--- config.mk ---
export PLATFORM = sky130hd
export DESIGN_NAME = nmea_sentence_parser_top
export DESIGN_NICKNAME = d
export VERILOG_FILES = /design/src/rtl/nmea_pkg.sv /design/src/rtl/nmea_sentence_parser_top.sv
export SDC_FILE = /design/constraint.sdc
export NUM_CORES = 1
export LEC_CHECK = 0
export BUFFER_PORTS_ARGS = -buffer_cell sky130_fd_sc_hd__buf_2
export CORE_ASPECT_RATIO = 1.4
export CORE_UTILIZATION = 35
export DETAILED_ROUTE_END_ITERATION = 16
export GPL_TIMING_DRIVEN = 0
export PLACE_DENSITY = 0.49
export SYNTH_ARGS = -nofsm -noshare
export SYNTH_HDL_FRONTEND = slang
export SYNTH_SLANG_ARGS = --single-unit
export TNS_END_PERCENT = 10
--- constraint.sdc ---
create_clock -name clk -period 6.05 [get_ports clk]
set_input_delay 0.3025 -clock clk [delete_from_list [all_inputs] [get_ports clk]]
set_output_delay 0.3025 -clock clk [all_outputs]
set_load 0.01 [all_outputs]
--- src/rtl/nmea_pkg.sv ---
package nmea_pkg;

    localparam int unsigned MAX_LEN_DEF = 255;
    localparam int unsigned TYPE_CHARS = 5;

    localparam logic [7:0] CH_DOLLAR = 8'h24;
    localparam logic [7:0] CH_STAR = 8'h2A;
    localparam logic [7:0] CH_COMMA = 8'h2C;
    localparam logic [7:0] CH_ZERO = 8'h30;
    localparam logic [7:0] CH_A = 8'h41;

    localparam logic [8*TYPE_CHARS-1:0] GGA_NAME = "GPGGA";
    localparam logic [8*TYPE_CHARS-1:0] RMC_NAME = "GPRMC";

    localparam logic [4:0] GGA_COUNT = 5'd13;
    localparam logic [4:0] RMC_COUNT = 5'd10;

    typedef enum logic [2:0] {
        PH_IDLE   = 3'd0,
        PH_SKIP   = 3'd1,
        PH_FIELDS = 3'd2,
        PH_HEX    = 3'd3,
        PH_TAIL   = 3'd4,
        PH_LONG   = 3'd5
    } phase_t;

    localparam logic [1:0] KIND_NONE = 2'd0;
    localparam logic [1:0] KIND_GGA = 2'd1;
    localparam logic [1:0] KIND_RMC = 2'd2;

    localparam logic [2:0] ERR_OK = 3'd0;
    localparam logic [2:0] ERR_NO_DOLLAR = 3'd1;
    localparam logic [2:0] ERR_NO_STAR = 3'd2;
    localparam logic [2:0] ERR_CHECKSUM = 3'd3;
    localparam logic [2:0] ERR_TRUNCATED = 3'd4;
    localparam logic [2:0] ERR_FIELD_LONG = 3'd5;
    localparam logic [2:0] ERR_UNKNOWN = 3'd6;
    localparam logic [2:0] ERR_MISSING = 3'd7;

    localparam logic [4:0] FID_STATUS = 5'd2;
    localparam logic [4:0] FID_FIXQ = 5'd7;

    // field id for the n-th field of a sentence kind
    function automatic logic [4:0] field_id_of(input logic [1:0] kind, input logic [4:0] fn);
        logic [4:0] id;
        id = 5'd0;
        if (kind == KIND_RMC) begin
            case (fn)
                5'd0: id = 5'd0;
                5'd1: id = 5'd1;
                5'd2: id = 5'd2;
                5'd3: id = 5'd3;
                5'd4: id = 5'd4;
                5'd5: id = 5'd5;
                5'd6: id = 5'd6;
                5'd7: id = 5'd14;
                5'd8: id = 5'd15;
                5'd9: id = 5'd16;
                default: id = 5'd0;
            endcase
        end
        else begin
            case (fn)
                5'd0: id = 5'd0;
                5'd1: id = 5'd1;
                5'd2: id = 5'd3;
                5'd3: id = 5'd4;
                5'd4: id = 5'd5;
                5'd5: id = 5'd6;
                5'd6: id = 5'd7;
                5'd7: id = 5'd8;
                5'd8: id = 5'd9;
                5'd9: id = 5'd10;
                5'd10: id = 5'd11;
                5'd11: id = 5'd12;
                5'd12: id = 5'd13;
                default: id = 5'd0;
            endcase
        end
        return id;
    endfunction

    // character limit for the n-th field of a sentence kind
    function automatic logic [3:0] field_lim_of(input logic [1:0] kind, input logic [4:0] fn);
        logic [3:0] lim;
        lim = 4'd0;
        if (kind == KIND_RMC) begin
            case (fn)
                5'd0: lim = 4'd6;
                5'd1: lim = 4'd11;
                5'd2: lim = 4'd2;
                5'd3: lim = 4'd10;
                5'd4: lim = 4'd2;
                5'd5: lim = 4'd11;
                5'd6: lim = 4'd2;
                5'd7: lim = 4'd8;
                5'd8: lim = 4'd8;
                5'd9: lim = 4'd8;
                default: lim = 4'd0;
            endcase
        end
        else begin
            case (fn)
                5'd0: lim = 4'd6;
                5'd1: lim = 4'd11;
                5'd2: lim = 4'd10;
                5'd3: lim = 4'd2;
                5'd4: lim = 4'd11;
                5'd5: lim = 4'd2;
                5'd6: lim = 4'd2;
                5'd7: lim = 4'd3;
                5'd8: lim = 4'd6;
                5'd9: lim = 4'd8;
                5'd10: lim = 4'd2;
                5'd11: lim = 4'd8;
                5'd12: lim = 4'd2;
                default: lim = 4'd0;
            endcase
        end
        return lim;
    endfunction

    function automatic logic [7:0] hex_char(input logic [3:0] n);
        logic [7:0] c;
        if (n < 4'd10) begin
            c = CH_ZERO + {4'd0, n};
        end
        else begin
            c = CH_A + {4'd0, n} - 8'd10;
        end
        return c;
    endfunction

endpackage

--- src/rtl/nmea_sentence_parser_top.sv ---
// nmea sentence parser, gga and rmc
// input channel s_axis: one sentence byte per word, tlast marks the final byte of
// the buffered sentence. output channel m_axis: tuser 0 gives a field character
// (field id, position, byte), tuser 1 gives the sentence verdict (error code,
// kind, fix valid). a byte yields at most one word; the last byte always yields
// the verdict and its own field character is dropped.
// a result is registered and appears on m_axis in the cycle after its byte is taken.
// throughput: one byte per cycle unless m_axis stalls; all parsing is one step
// of combinational logic from the parse state into the output register.
// the output register holds its word while m_axis_tready is low, and a new byte
// is taken in the same cycle the held word leaves, so a stalled receiver holds
// back s_axis_tready only while the register is full.
// reset clears the parse state to await the first byte of a new sentence and
// empties the output register.
module nmea_sentence_parser_top #(
    parameter int unsigned MAX_LEN = nmea_pkg::MAX_LEN_DEF
) (
    input  logic        clk,
    input  logic        rst_n,
    input  logic        s_axis_tvalid,
    output logic        s_axis_tready,
    input  logic [7:0]  s_axis_tdata,  // [7:0] data_byte
    input  logic        s_axis_tlast,  // end_of_buffer
    output logic        m_axis_tvalid,
    input  logic        m_axis_tready,
    output logic [23:0] m_axis_tdata,  // [4:0] field_id, [8:5] char_position,
                                       // [16:9] char_value, [19:17] error_code,
                                       // [21:20] sentence_kind, [22] fix_valid
    output logic        m_axis_tuser   // result_type
);

    nmea_pkg::phase_t phase_reg, phase_next;
    logic [7:0] xor_reg, xor_next;
    logic [4:0] field_num_reg, field_num_next;
    logic [3:0] char_cnt_reg, char_cnt_next;
    logic [7:0] type_reg [nmea_pkg::TYPE_CHARS];
    logic [7:0] type_next [nmea_pkg::TYPE_CHARS];
    logic [1:0] kind_reg, kind_next;
    logic [2:0] first_err_reg, first_err_next;
    logic [7:0] fix_char_reg, fix_char_next;
    logic [1:0] hex_seen_reg, hex_seen_next;
    logic       csum_ok_reg, csum_ok_next;
    logic [7:0] byte_cnt_reg, byte_cnt_next;

    logic        out_valid_reg, out_valid_next;
    logic        out_user_reg, out_user_next;
    logic [23:0] out_data_reg, out_data_next;

    logic       accept;
    logic [7:0] b;
    logic       emit;
    logic [4:0] fid;
    logic [3:0] lim;
    logic [4:0] count;
    logic [2:0] code;
    logic       fix;
    logic       is_gga;
    logic       is_rmc;

    assign s_axis_tready = !out_valid_reg || m_axis_tready;
    assign accept = s_axis_tvalid && s_axis_tready;
    assign b = s_axis_tdata;

    assign m_axis_tvalid = out_valid_reg;
    assign m_axis_tuser = out_user_reg;
    assign m_axis_tdata = out_data_reg;

    always_comb
    begin
        phase_next = phase_reg;
        xor_next = xor_reg;
        field_num_next = field_num_reg;
        char_cnt_next = char_cnt_reg;
        for (int k = 0; k < nmea_pkg::TYPE_CHARS; k++)
        begin
            type_next[k] = type_reg[k];
        end
        kind_next = kind_reg;
        first_err_next = first_err_reg;
        fix_char_next = fix_char_reg;
        hex_seen_next = hex_seen_reg;
        csum_ok_next = csum_ok_reg;
        byte_cnt_next = byte_cnt_reg;
        emit = 1'b0;
        code = nmea_pkg::ERR_OK;
        fix = 1'b0;

        count = (kind_reg == nmea_pkg::KIND_RMC) ? nmea_pkg::RMC_COUNT : nmea_pkg::GGA_COUNT;
        fid = nmea_pkg::field_id_of(kind_reg, field_num_reg);
        lim = nmea_pkg::field_lim_of(kind_reg, field_num_reg);

        is_gga = (char_cnt_reg >= 4'(nmea_pkg::TYPE_CHARS));
        is_rmc = is_gga;
        for (int k = 0; k < nmea_pkg::TYPE_CHARS; k++)
        begin
            if (type_reg[k] != nmea_pkg::GGA_NAME[8*(nmea_pkg::TYPE_CHARS-1-k) +: 8])
            begin
                is_gga = 1'b0;
            end
            if (type_reg[k] != nmea_pkg::RMC_NAME[8*(nmea_pkg::TYPE_CHARS-1-k) +: 8])
            begin
                is_rmc = 1'b0;
            end
        end

        if (phase_reg == nmea_pkg::PH_IDLE)
        begin
            // state already holds reset values here
            byte_cnt_next = 8'd1;
            phase_next = (b == nmea_pkg::CH_DOLLAR) ? nmea_pkg::PH_FIELDS : nmea_pkg::PH_SKIP;
        end
        else if (phase_reg != nmea_pkg::PH_SKIP && phase_reg != nmea_pkg::PH_LONG)
        begin
            if (byte_cnt_reg >= 8'(MAX_LEN))
            begin
                phase_next = nmea_pkg::PH_LONG;
            end
            else
            begin
                byte_cnt_next = byte_cnt_reg + 8'd1;
                case (phase_reg)
                    nmea_pkg::PH_FIELDS:
                    begin
                        if (b == nmea_pkg::CH_STAR)
                        begin
                            phase_next = nmea_pkg::PH_HEX;
                            hex_seen_next = 2'd0;
                        end
                        else
                        begin
                            xor_next = xor_reg ^ b;
                            if (first_err_reg == nmea_pkg::ERR_OK && field_num_reg < count)
                            begin
                                if (b == nmea_pkg::CH_COMMA)
                                begin
                                    if (field_num_reg == 5'd0)
                                    begin
                                        if (is_gga)
                                        begin
                                            kind_next = nmea_pkg::KIND_GGA;
                                        end
                                        else if (is_rmc)
                                        begin
                                            kind_next = nmea_pkg::KIND_RMC;
                                        end
                                        else
                                        begin
                                            first_err_next = nmea_pkg::ERR_UNKNOWN;
                                        end
                                    end
                                    field_num_next = field_num_reg + 5'd1;
                                    char_cnt_next = 4'd0;
                                end
                                else if (char_cnt_reg >= lim)
                                begin
                                    first_err_next = nmea_pkg::ERR_FIELD_LONG;
                                end
                                else
                                begin
                                    if (field_num_reg == 5'd0
                                        && char_cnt_reg < 4'(nmea_pkg::TYPE_CHARS))
                                    begin
                                        type_next[char_cnt_reg[2:0]] = b;
                                    end
                                    if (char_cnt_reg == 4'd0
                                        && ((kind_reg == nmea_pkg::KIND_GGA
                                             && fid == nmea_pkg::FID_FIXQ)
                                            || (kind_reg == nmea_pkg::KIND_RMC
                                                && fid == nmea_pkg::FID_STATUS)))
                                    begin
                                        fix_char_next = b;
                                    end
                                    emit = 1'b1;
                                    char_cnt_next = char_cnt_reg + 4'd1;
                                end
                            end
                        end
                    end
                    nmea_pkg::PH_HEX:
                    begin
                        if (hex_seen_reg == 2'd0)
                        begin
                            if (b != nmea_pkg::hex_char(xor_reg[7:4]))
                            begin
                                csum_ok_next = 1'b0;
                            end
                            hex_seen_next = 2'd1;
                        end
                        else if (hex_seen_reg == 2'd1)
                        begin
                            if (b != nmea_pkg::hex_char(xor_reg[3:0]))
                            begin
                                csum_ok_next = 1'b0;
                            end
                            hex_seen_next = 2'd2;
                        end
                        else
                        begin
                            phase_next = nmea_pkg::PH_TAIL;
                        end
                    end
                    default:
                    begin
                    end
                endcase
            end
        end

        // verdict from the state after this byte
        case (phase_next)
            nmea_pkg::PH_SKIP: code = nmea_pkg::ERR_NO_DOLLAR;
            nmea_pkg::PH_LONG: code = nmea_pkg::ERR_FIELD_LONG;
            nmea_pkg::PH_FIELDS: code = nmea_pkg::ERR_NO_STAR;
            nmea_pkg::PH_HEX: code = nmea_pkg::ERR_TRUNCATED;
            nmea_pkg::PH_TAIL:
            begin
                if (!csum_ok_next)
                begin
                    code = nmea_pkg::ERR_CHECKSUM;
                end
                else if (first_err_next != nmea_pkg::ERR_OK)
                begin
                    code = first_err_next;
                end
                else if (kind_next == nmea_pkg::KIND_NONE
                         || field_num_next < ((kind_next == nmea_pkg::KIND_RMC)
                                              ? nmea_pkg::RMC_COUNT : nmea_pkg::GGA_COUNT))
                begin
                    code = nmea_pkg::ERR_MISSING;
                end
                else
                begin
                    code = nmea_pkg::ERR_OK;
                end
            end
            default: code = nmea_pkg::ERR_NO_DOLLAR;
        endcase

        if (code == nmea_pkg::ERR_OK)
        begin
            fix = (kind_next == nmea_pkg::KIND_GGA) ? (fix_char_next > nmea_pkg::CH_ZERO)
                                                     : (fix_char_next == nmea_pkg::CH_A);
        end

        // output register
        out_valid_next = out_valid_reg && !m_axis_tready;
        out_user_next = out_user_reg;
        out_data_next = out_data_reg;
        if (accept)
        begin
            out_valid_next = emit || s_axis_tlast;
            if (s_axis_tlast)
            begin
                out_user_next = 1'b1;
                out_data_next = {1'b0, fix, kind_next, code, 8'd0, 4'd0, 5'd0};
            end
            else
            begin
                out_user_next = 1'b0;
                out_data_next = {1'b0, 1'b0, 2'd0, 3'd0, b, char_cnt_reg, fid};
            end
        end
    end

    always_ff @(posedge clk or negedge rst_n)
    begin
        if (!rst_n)
        begin
            phase_reg <= nmea_pkg::PH_IDLE;
            xor_reg <= 8'd0;
            field_num_reg <= 5'd0;
            char_cnt_reg <= 4'd0;
            for (int k = 0; k < nmea_pkg::TYPE_CHARS; k++)
            begin
                type_reg[k] <= 8'd0;
            end
            kind_reg <= nmea_pkg::KIND_NONE;
            first_err_reg <= nmea_pkg::ERR_OK;
            fix_char_reg <= nmea_pkg::CH_COMMA;
            hex_seen_reg <= 2'd0;
            csum_ok_reg <= 1'b1;
            byte_cnt_reg <= 8'd0;
            out_valid_reg <= 1'b0;
        end
        else
        begin
            out_valid_reg <= out_valid_next;
            if (accept)
            begin
                if (s_axis_tlast)
                begin
                    // sentence done, back to reset values
                    phase_reg <= nmea_pkg::PH_IDLE;
                    xor_reg <= 8'd0;
                    field_num_reg <= 5'd0;
                    char_cnt_reg <= 4'd0;
                    for (int k = 0; k < nmea_pkg::TYPE_CHARS; k++)
                    begin
                        type_reg[k] <= 8'd0;
                    end
                    kind_reg <= nmea_pkg::KIND_NONE;
                    first_err_reg <= nmea_pkg::ERR_OK;
                    fix_char_reg <= nmea_pkg::CH_COMMA;
                    hex_seen_reg <= 2'd0;
                    csum_ok_reg <= 1'b1;
                    byte_cnt_reg <= 8'd0;
                end
                else
                begin
                    phase_reg <= phase_next;
                    xor_reg <= xor_next;
                    field_num_reg <= field_num_next;
                    char_cnt_reg <= char_cnt_next;
                    for (int k = 0; k < nmea_pkg::TYPE_CHARS; k++)
                    begin
                        type_reg[k] <= type_next[k];
                    end
                    kind_reg <= kind_next;
                    first_err_reg <= first_err_next;
                    fix_char_reg <= fix_char_next;
                    hex_seen_reg <= hex_seen_next;
                    csum_ok_reg <= csum_ok_next;
                    byte_cnt_reg <= byte_cnt_next;
                end
            end
        end
    end

    always_ff @(posedge clk)
    begin
        out_user_reg <= out_user_next;
        out_data_reg <= out_data_next;
    end

endmodule

==> qor.txt, run 1 <==
Outcome = completed
Seq/Total Area, Yosys = 44.2%
Die Wd = 117 um
Root buffer selected by CTS = clkbuf_16
CTS sink count = 109
Most frequent cells in the layout = nand2_1 (96), dfrtp_1 (81), nor2_1 (52), o31ai_1 (48), o21ai_0 (45)
Max stage delay on crit path = 0.55 ns
Clk buf depth = 2
Routability cong. = 0.863
Initial core utilization = 35.9%
Worst Path Arrival = 5.18 ns
Synthesized area = 0.00646 mm^2
ANT nets after route = 0
Largest net degree at the start of global routing = 57
Total Wirelength = 18400 um
Initial antenna violation count = 0
Post-synth EDFFs = 24
Pwr Density = 355 mW/mm^2
Worst-Skew Late Latency = 0.36 ns
Crit path launch = kind_reg[0]$_DFFE_PN0P_
Hold Path Class = in2reg
Setup Skew = 0.00944 ns
Synth Warn # = 0
Final std cells w/o fill = 1005
Critical path capture point type = flip-flop
CTS H-Tree Depth = 3
CTS tree = yes
WP data required = 6.26 ns
Critical path, cell by cell = nand2b_1, inv_1, buf_2, ha_1, a2111o_1, or4_1, buf_6, nor4_1, a21oi_1, nand2_1, ha_1, nor2b_1, o21ai_0, o21ai_0, mux2i_1, o311ai_2, and2_4, or4_1, a21oi_1
Cells after synthesis = 714
Max reg flops = 40
First DRT Iteration DRCs = 348
CP Max Fanout = 10
Post-Syn Nets = 747
Congestion Overflow GR = 0
Tot GR Track Use = 20.6%
Max IR drop VDD = 0.147 mV
Via count = 5667
Crit Path Class = reg2reg
Nets = 793
Number of remaining DRC errors = 0
Fin. max-slew vios = 0
Vias in the first global route = 5509
FMAX = 0.201 GHz
Final setup fails = 0
Clk slew on worst S/H paths = 0.08 ns
# port buffers = 33
Share of layout cells above drive strength 1 = 10.8%
Leakage = 3.08 nW
CTS buffer count = 9
Share of flip-flops with an asynchronous set or reset = 78.0%
Die area = 0.0190 mm^2
Max-Cap Viols = 0
First-pass GRT wire length = 29700 um
Placed Cells = 988
Flops & latches, synth = 109
Reg-to-reg startpoint = kind_reg[0]$_DFFE_PN0P_
Setup crit start kind = flip-flop
# rows = 58
Most common cell after layout, fill and taps aside = nand2_1
Core ar. = 0.0180 mm^2
Final Critical Period = 4.97 ns
Die height = 163 um
Hpwl dp = 13400 um
Via density = 5.64
Area Overhead vs Synth = 12.8%
Hold Fails Final Rpt = 0
Min-delay src = s_axis_tlast
Slew @ Worst Pin = 0.941 ns
Setup Buffers After CTS = 0
TNS Setup = 0 ns
1st-pass router iterations = 5
Final worst-path cycle share = 82.2%
Syn Area/Cell = 9.05 um^2
# diodes = 0
Io pins = 40
Slowest-stage cell, CP = or4_1
RSZ-0062 raised after global routing = no
Main synth FF type = dfrtp_1
Rel. slew slack = 36.7%
Drt wl/cell = 18.4 um
Synth unique cells = 74
## power breakdown
| group | switching, mW | leakage (nW) | internal, mW |
|---|---|---|---|
| clock network | 0.307 | 0.152 | 0.335 |
| registers | 0.116 | 1.38 | 0.902 |
| logic | 0.563 | 1.56 | 0.365 |
| total | 0.986 | 3.08 | 1.60 |
## final cells by class
cell class	instances	area [um^2]
multi-input cells	526	3270
flip-flops and latches	109	2850
well taps	240	300
clock buffers	10	229
repair buffers	35	205
clock inverters	6	92.6
inverters	34	128
fillers	1861	10700
plain buffers	45	206
## Yosys cell counts, types with 3 or more instances
cell type   n  area, um^2
nand2_1    96         360
dfrtp_1    81        2030
nor2_1     52         195
o31ai_1    48         360
o21ai_0    45         225
a21oi_1    34         170
inv_1      34         128
clkbuf_1   29         109
edfxtp_1   24         721
ha_1       20         250
nand3_1    17        85.1
nor3_1     17        85.1
nor2b_1    15        93.8
nand2b_1   13        81.3
nor4b_1    12         105
mux2i_1    10         100
nor4_1     10        62.6
a22oi_1     8        60.1
a31oi_1     8        50.1
and3_1      7        43.8
a211oi_1    6        45.0
o211ai_1    6        45.0
o22a_1      6        52.6
or2_2       6        37.5
or4_1       6        45.0
buf_2       5        25.0
buf_4       5        37.5
or3_1       5        31.3
xnor2_1     5        43.8
a221oi_1    4        35.0
and2_1      4        25.0
buf_1       4        15.0
dfstp_2     4         105
mux2_2      4        45.0
a2111oi_0   3        26.3
nand4b_1    3        26.3
o21ai_1     3        15.0
o22ai_1     3        18.8
xor2_1      3        26.3
## through the flow
stage / utilization [%] / total power, mW / worst slack [ns] / instance area [um^2] / hold WS (ns)
finish: 40.5 / 2.59 / 1.08 / 7290 / 0.178
global route: 40.5 / 2.76 / 0.776 / 7290 / 0.178
CTS: 40.5 / 2.60 / 1.12 / 7290 / 0.168
detailed placement: 38.7 / 1.96 / 1.11 / 6960 / 0.279
global placement: 38.5 / 1.93 / 1.16 / 6930 / 0.452
floorplan: - / 1.69 / 1.73 / 6460 / 0.00691
## critical path: cells and delay by family (launching register included)
| kind | cells | cell delay, ns |
|---|---|---|
| AO/OA/AOI/OAI | 6 | 1.24 |
| buffers and inverters | 3 | 0.43 |
| multiplexers | 1 | 0.20 |
| AND/OR/NAND/NOR | 7 | 2.03 |
| flip-flops | 1 | 0.43 |
| adder cells (fa/ha/maj) | 2 | 0.48 |
## layer usage
layer | vias to the layer above | track usage [%] | part of all wire, %
met5 | - | 0 | 0
met4 | 0 | 6.90 | 2.2
met3 | 27 | 3.35 | 4.3
met2 | 136 | 34.8 | 50
met1 | 2790 | 26.5 | 44
li1 | 2714 | - | -
## logic make-up after synthesis
group	count (synthesis)	share of synthesized area [%]
adders and majority gates	21	4.03
muxes	14	2.25
DFF	109	44.2
xor gates and xnor gates	8	1.08
AOI/OAI and AO/OA	200	20.8
and+or+nand+nor	282	22.5
buffers and inverters	79	5.15
other	1	0.0581
## final timing paths
kind | endpoint | slack [ns] | depth (start not counted)
setup / recovery | m_axis_tdata[18]$_SDFFCE_PN0P_ | 1.08 | 19
hold / removal | m_axis_tuser$_DFFE_PP_ | 0.18 | 1
setup reg to reg | m_axis_tdata[18]$_SDFFCE_PN0P_ | 1.08 | 19
hold reg to reg | type_reg[14]$_DFFE_PN0P_ | 0.48 | 2
max in group asynchronous | csum_ok_reg$_DFFE_PN1P_ | 4.93 | 3
min in group asynchronous | type_reg[6]$_DFFE_PN0P_ | 0.42 | 2
## repair_timing
item,4_1_cts,5_1_grt
endpoints found under the hold margin,29,0
hold buffers,1,0
resized for setup,0,0
Note: power is estimated with default switching activity, not from simulation.
==> run 2: changes to the inputs <==
- PLACE_DENSITY: 0.49 -> 0.51
- clock period: 6.05 -> 4.3 ns (I/O delays scaled with it)
==> run 2 against run 1 <==
Compared with the run above: non-clock buffer count grew 12; largest cell class unchanged; sequential power grew 40%; routed wire length grew 2.2%; cell count grew 1.2%; utilization grew 1.2 points; register-to-register slack lost 0.96 ns; sequential share of layout area shrank 1.1 points; via count grew 1.3%; worst hold slack lost 0.099 ns; first-iteration DRC count shrank 11%; worst setup slack lost 0.96 ns; power grew 43%.
==> qor.txt, run 2 (same netlist as run 1, synthesis figures left out) <==
Drt wl/cell = 18.5 um (was 18.4 um)
Clk slew on worst S/H paths = 0.09 ns (was 0.08 ns)
Largest net degree at the start of global routing = 69 (was 57)
M2 GR Usage = 35.6% (was 34.8%)
ANT nets after route = 0 (unchanged)
Rel. slew slack = 39.1% (was 36.7%)
Setup crit start kind = flip-flop (unchanged)
Fin. max-slew vios = 0 (unchanged)
# diodes = 0 (unchanged)
FF+latch area = 0.00286 mm^2 (was 0.00285 mm^2)
CTS buffer count = 9 (unchanged)
FMAX = 0.239 GHz (was 0.201 GHz)
CTS tree = yes (unchanged)
Reg-to-reg startpoint = kind_reg[1]$_DFFE_PN0P_ (was kind_reg[0]$_DFFE_PN0P_)
CP top delay family = simple AND/OR/NAND/NOR gates (unchanged)
Post-Place Setup Slack = -0.576 ns (was 1.11 ns)
Critical path, cell by cell = nand2b_4, clkinvlp_4, ha_1, a2111o_1, or4_4, buf_6, nor4_4, a21oi_2, nand2_2, ha_4, nor2b_1, o21ai_1, o21ai_1, mux2i_1, o311ai_2, and2_4, or4_1, a21oi_2 (was nand2b_1, inv_1, buf_2, ha_1, a2111o_1, or4_1, buf_6, nor4_1, a21oi_1, nand2_1, ha_1, nor2b_1, o21ai_0, o21ai_0, mux2i_1, o311ai_2, and2_4, or4_1, a21oi_1)
Hold Slack = 0.0794 ns (was 0.178 ns)
Total Wirelength = 18900 um (was 18400 um)
Via density = 5.64 (about the same)
First-pass GRT wire length = 30500 um (was 29700 um)
TNS Setup = 0 ns (unchanged)
FF-to-FF path depth = 18 (was 19)
Final WS setup = 0.117 ns (was 1.08 ns)
Nets = 805 (was 793)
First DRT Iteration DRCs = 308 (was 348)
Min-delay src = s_axis_tlast (unchanged)
Tot GR Track Use = 21.2% (was 20.6%)
Io pins = 40 (unchanged)
Share of layout cells above drive strength 1 = 15.8% (was 10.8%)
Routability cong. = 0.868 (was 0.863)
FF-to-FF setup slack = 0.12 ns (was 1.08 ns)
# rows = 58 (unchanged)
Max IR drop VDD = 0.272 mV (was 0.147 mV)
Setup Skew = 0.0106 ns (was 0.00944 ns)
M3 GR Usage = 3.46% (was 3.35%)
Max stage delay on crit path = 0.54 ns (was 0.55 ns)
Hold Fails Final Rpt = 0 (unchanged)
Max reg flops = 40 (unchanged)
Worst-Skew Late Latency = 0.37 ns (was 0.36 ns)
GR peak layer = met2 (unchanged)
R2r endpoint = m_axis_tdata[18]$_SDFFCE_PN0P_ (unchanged)
Utilization after layout = 41.7% (was 40.5%)
Die height = 163 um (unchanged)
1st-pass router iterations = 5 (unchanged)
Hold Path Class = in2reg (unchanged)
Clk buf depth = 2 (unchanged)
Leakage = 3.16 nW (was 3.08 nW)
Final setup fails = 0 (unchanged)
Worst Hold End = m_axis_tuser$_DFFE_PP_ (unchanged)
# port buffers = 33 (unchanged)
Vias in the first global route = 5743 (was 5509)
Area Overhead vs Synth = 16.3% (was 12.8%)
Hpwl dp = 13300 um (was 13400 um)
CTS H-Tree Depth = 3 (unchanged)
Congestion Overflow GR = 0 (unchanged)
Crit Path Class = reg2reg (unchanged)
GR Util met1 = 26.2% (was 26.5%)
Final worst-path cycle share = 97.3% (was 82.2%)
Max-Cap Viols = 0 (unchanged)
Buf/Inv on CP = 2 (was 3)
Number of remaining DRC errors = 0 (unchanged)
Slew @ Worst Pin = 0.907 ns (was 0.941 ns)
Layout fillers = 1849 (was 1861)
RSZ-0062 raised after global routing = yes (was no)
Most common cell after layout, fill and taps aside = nand2_1 (unchanged)
Final Critical Period = 4.18 ns (was 4.97 ns)
Core ar. = 0.0180 mm^2 (unchanged)
CTS sink count = 109 (unchanged)
Die area = 0.0190 mm^2 (unchanged)
Worst Path Arrival = 4.41 ns (was 5.18 ns)
Via count = 5738 (was 5667)
Root buffer selected by CTS = clkbuf_16 (unchanged)
Die Wd = 117 um (unchanged)
WP data required = 4.53 ns (was 6.26 ns)
Most frequent cells in the layout = nand2_1 (95), dfrtp_1 (76), nor2_1 (52), o31ai_1 (48), o21ai_0 (43) (was nand2_1 (96), dfrtp_1 (81), nor2_1 (52), o31ai_1 (48), o21ai_0 (45))
Slowest-stage cell, CP = or4_4 (was or4_1)
Initial core utilization = 35.9% (unchanged)
Area of the multi-input gates = 0.00340 mm^2 (was 0.00327 mm^2)
Pwr Density = 494 mW/mm^2 (was 355 mW/mm^2)
Critical path capture point type = flip-flop (unchanged)
Min-Delay Path Depth = 1 (unchanged)
Outcome = completed (unchanged)
Initial antenna violation count = 0 (unchanged)
CP Max Fanout = 4 (was 10)
run 2: cell count changes in the layout (fill, tap and decap cells not counted), moves of 3 or more:
cell,before,now
dfrtp_2,0,5
nor4_1,10,6
clkbuf_1,29,26
buf_4,6,19
dfrtp_1,81,76
nor4_4,0,3
inv_1,34,31
run 2: timing repair:
| item | 4_1_cts | 5_1_grt |
|---|---|---|
| hold buffers | 1 | 0 |
| setup buffers | 8 | 6 |
| pin swaps | 3 | 6 |
| gates resized for setup | 15 | 20 |
| endpoints found under the hold margin | 17 | 0 |
| setup endpoints to repair | 44 | 28 |
run 2: area by class of cell:
type | instances | area share [%]
inverters | 34 | 1.78
repair buffers | 49 | 4.13
multi-input cells | 526 | 45.2
clock inverters | 7 | 1.12
flip-flops and latches | 109 | 38.1
clock buffers | 9 | 3.00
plain buffers | 43 | 2.71
well taps | 240 | 4.00
run 2: metal layers:
metal | up-vias | routed length, um
met5 | - | 0
met1 | 2783 | 7990
met4 | 0 | 720
li1 | 2730 | -
met3 | 48 | 827
met2 | 177 | 9320
run 2: power by group:
part           internal (mW)  switching, mW  leakage, nW
Combinational          0.557          0.837         1.64
Sequential              1.27          0.157         1.37
Clock                  0.421          0.467        0.152
run 2: worst reg2reg max path: stages (launching register included):
cell        delay, ns
dfrtp_2          0.44
nand2b_4         0.11
clkinvlp_4       0.09
ha_1             0.20
a2111o_1         0.45
or4_4            0.54
buf_6            0.14
nor4_4           0.22
a21oi_2          0.08
nand2_2          0.10
ha_4             0.21
nor2b_1          0.13
o21ai_1          0.11
o21ai_1          0.08
mux2i_1          0.19
o311ai_2         0.14
and2_4           0.17
or4_1            0.49
a21oi_2          0.15
run 2: stage by stage:
stage,area (um^2),cells,total power [mW]
after floorplan,6470,714,2.38
after global placement,6930,987,2.71
after detailed placement,6960,988,2.75
after CTS,7390,1011,3.67
after global routing,7510,1017,3.95
final,7510,1017,3.71
run 2: worst max-delay path by stage:
stage	start	endpoint	depth (start not counted)
finish	kind_reg[1]$_DFFE_PN0P_	m_axis_tdata[18]$_SDFFCE_PN0P_	18
global route	kind_reg[1]$_DFFE_PN0P_	m_axis_tdata[18]$_SDFFCE_PN0P_	18
CTS	kind_reg[1]$_DFFE_PN0P_	m_axis_tdata[18]$_SDFFCE_PN0P_	18
detailed placement	field_num_reg[0]$_DFFE_PN0P_	m_axis_tdata[18]$_SDFFCE_PN0P_	18
global placement	field_num_reg[0]$_DFFE_PN0P_	m_axis_tdata[18]$_SDFFCE_PN0P_	18
floorplan	kind_reg[0]$_DFFE_PN0P_	m_axis_tdata[22]$_SDFFCE_PN0P_	19
==> run 3: changes to the inputs <==
- PLACE_DENSITY: 0.51 -> 0.52
- SLEW_MARGIN: unset -> 20
- clock period: 4.3 -> 4.25 ns (I/O delays scaled with it)
==> run 3 against run 2 <==
Compared with the run above: register-to-register slack about the same; fmax increased by 1.2%; non-clock buffer count increased by 8; global-route usage decreased by 0.62 points; critical endpoint unchanged.
==> qor.txt, run 3 (same netlist as run 1, synthesis figures left out) <==
Pwr Density = 494 mW/mm^2 (about the same)
Hold Path Class = in2reg (unchanged)
Io pins = 40 (unchanged)
Most common cell after layout, fill and taps aside = nand2_1 (unchanged)
Switching fraction of total power = 38.6% (was 39.4%)
# rows = 58 (unchanged)
Root buffer selected by CTS = clkbuf_16 (unchanged)
Slew @ Worst Pin = 1.00 ns (was 0.907 ns)
FF-to-FF setup slack = 0.12 ns (about the same)
Initial antenna violation count = 0 (unchanged)
Placed Cells = 989 (was 988)
Setup crit start kind = flip-flop (unchanged)
CP Max Fanout = 4 (unchanged)
Area Overhead vs Synth = 18.1% (was 16.3%)
Clock share of power = 23.0% (was 23.9%)
Tot GR Track Use = 20.5% (was 21.2%)
Core ar. = 0.0180 mm^2 (unchanged)
Min-delay src = s_axis_tlast (unchanged)
Vias in the first global route = 5500 (was 5743)
Reg-to-reg startpoint = kind_reg[1]$_DFFE_PN0P_ (unchanged)
Leakage = 3.21 nW (was 3.16 nW)
Number of remaining DRC errors = 0 (unchanged)
1st-pass router iterations = 6 (was 5)
Total Wirelength = 18500 um (was 18900 um)
Hold Fails Final Rpt = 0 (unchanged)
CTS buffer count = 9 (unchanged)
Max IR drop VDD = 0.224 mV (was 0.272 mV)
First-pass GRT wire length = 29600 um (was 30500 um)
R2r endpoint = m_axis_tdata[18]$_SDFFCE_PN0P_ (unchanged)
FMAX = 0.242 GHz (was 0.239 GHz)
Routability cong. = 0.846 (was 0.868)
Worst-Skew Late Latency = 0.37 ns (about the same)
Min-Delay Path Depth = 1 (unchanged)
First DRT Iteration DRCs = 413 (was 308)
Final setup fails = 0 (unchanged)
Final std cells w/o fill = 1025 (was 1017)
Outcome = completed (unchanged)
CTS sink count = 109 (unchanged)
Largest net degree at the start of global routing = 47 (was 69)
Via density = 5.67 (was 5.64)
Internal = 2.31 mW (was 2.25 mW)
CTS H-Tree Depth = 3 (unchanged)
Slowest-stage cell, CP = or4_4 (unchanged)
Combinational power share = 38.7% (was 37.6%)
Crit Path Class = reg2reg (unchanged)
Max stage delay on crit path = 0.48 ns (was 0.54 ns)
# port buffers = 33 (unchanged)
ANT nets after route = 0 (unchanged)
RSZ-0062 raised after global routing = yes (unchanged)
Nets = 813 (was 805)
Setup Skew = 0.0122 ns (was 0.0106 ns)
Psw = 1.46 mW (about the same)
Hpwl dp = 13200 um (was 13300 um)
Die area = 0.0190 mm^2 (unchanged)
Max reg flops = 40 (unchanged)
CTS tree = yes (unchanged)
Clk buf depth = 2 (unchanged)
Rel. slew slack = 32.7% (was 39.1%)
Die Wd = 117 um (unchanged)
Worst Path Arrival = 4.36 ns (was 4.41 ns)
Layout fillers = 1820 (was 1849)
Max-Cap Viols = 0 (unchanged)
Sequential share of power = 38.4% (was 38.5%)
Post-Place Cell Area = 0.00699 mm^2 (was 0.00696 mm^2)
Critical path capture point type = flip-flop (unchanged)
Post-route cell area = 0.00763 mm^2 (was 0.00751 mm^2)
FF-to-FF path depth = 19 (was 18)
Initial core utilization = 35.9% (unchanged)
Final Critical Period = 4.13 ns (was 4.18 ns)
Via count = 5809 (was 5738)
Clk slew on worst S/H paths = 0.08 ns (was 0.09 ns)
Critical path, cell by cell = nand2b_4, buf_6, clkinvlp_4, ha_2, a2111o_1, buf_6, nor4_4, nand3b_1, a21oi_2, nand2_2, ha_4, nor2b_1, o21ai_1, o21ai_1, mux2i_1, o311ai_2, and2_4, or4_4, a21oi_2 (was nand2b_4, clkinvlp_4, ha_1, a2111o_1, or4_4, buf_6, nor4_4, a21oi_2, nand2_2, ha_4, nor2b_1, o21ai_1, o21ai_1, mux2i_1, o311ai_2, and2_4, or4_1, a21oi_2)
Worst Hold End = m_axis_tuser$_DFFE_PP_ (unchanged)
Most frequent cells in the layout = nand2_1 (95), dfrtp_1 (77), nor2_1 (52), o31ai_1 (48), o21ai_0 (43) (was nand2_1 (95), dfrtp_1 (76), nor2_1 (52), o31ai_1 (48), o21ai_0 (43))
Fin. max-slew vios = 0 (unchanged)
Drt wl/cell = 18.1 um (was 18.5 um)
Congestion Overflow GR = 0 (unchanged)
Die height = 163 um (unchanged)
# diodes = 0 (unchanged)
Final worst-path cycle share = 97.2% (was 97.3%)
WP data required = 4.48 ns (was 4.53 ns)
Share of layout cells above drive strength 1 = 17.2% (was 15.8%)
[run 3: cell types whose count changed in the layout (fill, tap and decap cells not counted), sizes merged]
cell    change
clkinv      +1
buf         +8
inv         -2
clkbuf      +1
[run 3: layer usage]
metal	GRT usage (%)	vias to the layer above	routed length, um
li1	-	2757	-
met1	26.8	2839	7950
met2	33.8	172	9120
met3	2.46	41	811
met4	9.26	0	626
met5	0	-	0
[run 3: power groups by stage]
stage | combinational [mW] | sequential (mW) | clock (mW)
after global placement | 1.28 | 1.46 | 0
final | 1.46 | 1.45 | 0.866
after detailed placement | 1.32 | 1.46 | 0
after CTS | 1.36 | 1.45 | 0.891
after floorplan | 0.969 | 1.44 | 0
after global routing | 1.62 | 1.48 | 0.930
[run 3: critical path, delay by kind of cell (launching register included)]
kind / cells / cell delay (ns)
compound gates: 6 / 1.23
buf+inv: 3 / 0.34
simple gates: 7 / 1.38
flops: 1 / 0.43
mux: 1 / 0.20
fa+ha+maj: 2 / 0.41
[run 3: area by class of cell]
| class | instances | area [um^2] | share of cell area [%] |
|---|---|---|---|
| Tap cell | 240 | 300 | 3.94 |
| Inverter | 34 | 136 | 1.79 |
| Clock inverter | 6 | 65.1 | 0.853 |
| Timing Repair Buffer | 58 | 405 | 5.31 |
| Buffer | 42 | 199 | 2.61 |
| Sequential cell | 109 | 2860 | 37.5 |
| Clock buffer | 10 | 239 | 3.13 |
| Multi-Input combinational cell | 526 | 3420 | 44.9 |
[run 3: timing repair]
action | 4_1_cts | 5_1_grt
pin swaps | 6 | 15
endpoints found under the setup margin | 44 | 45
hold buffers | 1 | 0
gates cloned | 0 | 0
setup buffers | 9 | 13
endpoints found under the hold margin | 39 | 0
resized for setup | 18 | 27
[run 3: worst max-delay path by stage]
stage,slack (ns),depth (start not counted),from,end
after floorplan,0.04,19,kind_reg[0]$_DFFE_PN0P_,m_axis_tdata[22]$_SDFFCE_PN0P_
after global placement,-0.60,18,field_num_reg[0]$_DFFE_PN0P_,m_axis_tdata[18]$_SDFFCE_PN0P_
after detailed placement,-0.63,18,field_num_reg[0]$_DFFE_PN0P_,m_axis_tdata[18]$_SDFFCE_PN0P_
after CTS,0.007,18,kind_reg[1]$_DFFE_PN0P_,m_axis_tdata[22]$_SDFFCE_PN0P_
after global routing,-0.13,19,kind_reg[1]$_DFFE_PN0P_,m_axis_tdata[18]$_SDFFCE_PN0P_
final,0.12,19,kind_reg[1]$_DFFE_PN0P_,m_axis_tdata[18]$_SDFFCE_PN0P_
[run 3: metrics by stage]
stage                     setup TNS, ns  hold WS (ns)  worst slack (ns)  total power [mW]  utilization, %
final                                 0        0.0967             0.118              3.77            42.4
after global routing             -0.254        0.0924            -0.131              4.03            42.4
after CTS                             0        0.0916           0.00713              3.70            41.3
after detailed placement          -8.17         0.236            -0.626              2.79            38.8
after global placement            -7.81         0.453            -0.599              2.74            38.5
after floorplan                       0       -0.0831            0.0375              2.41               -
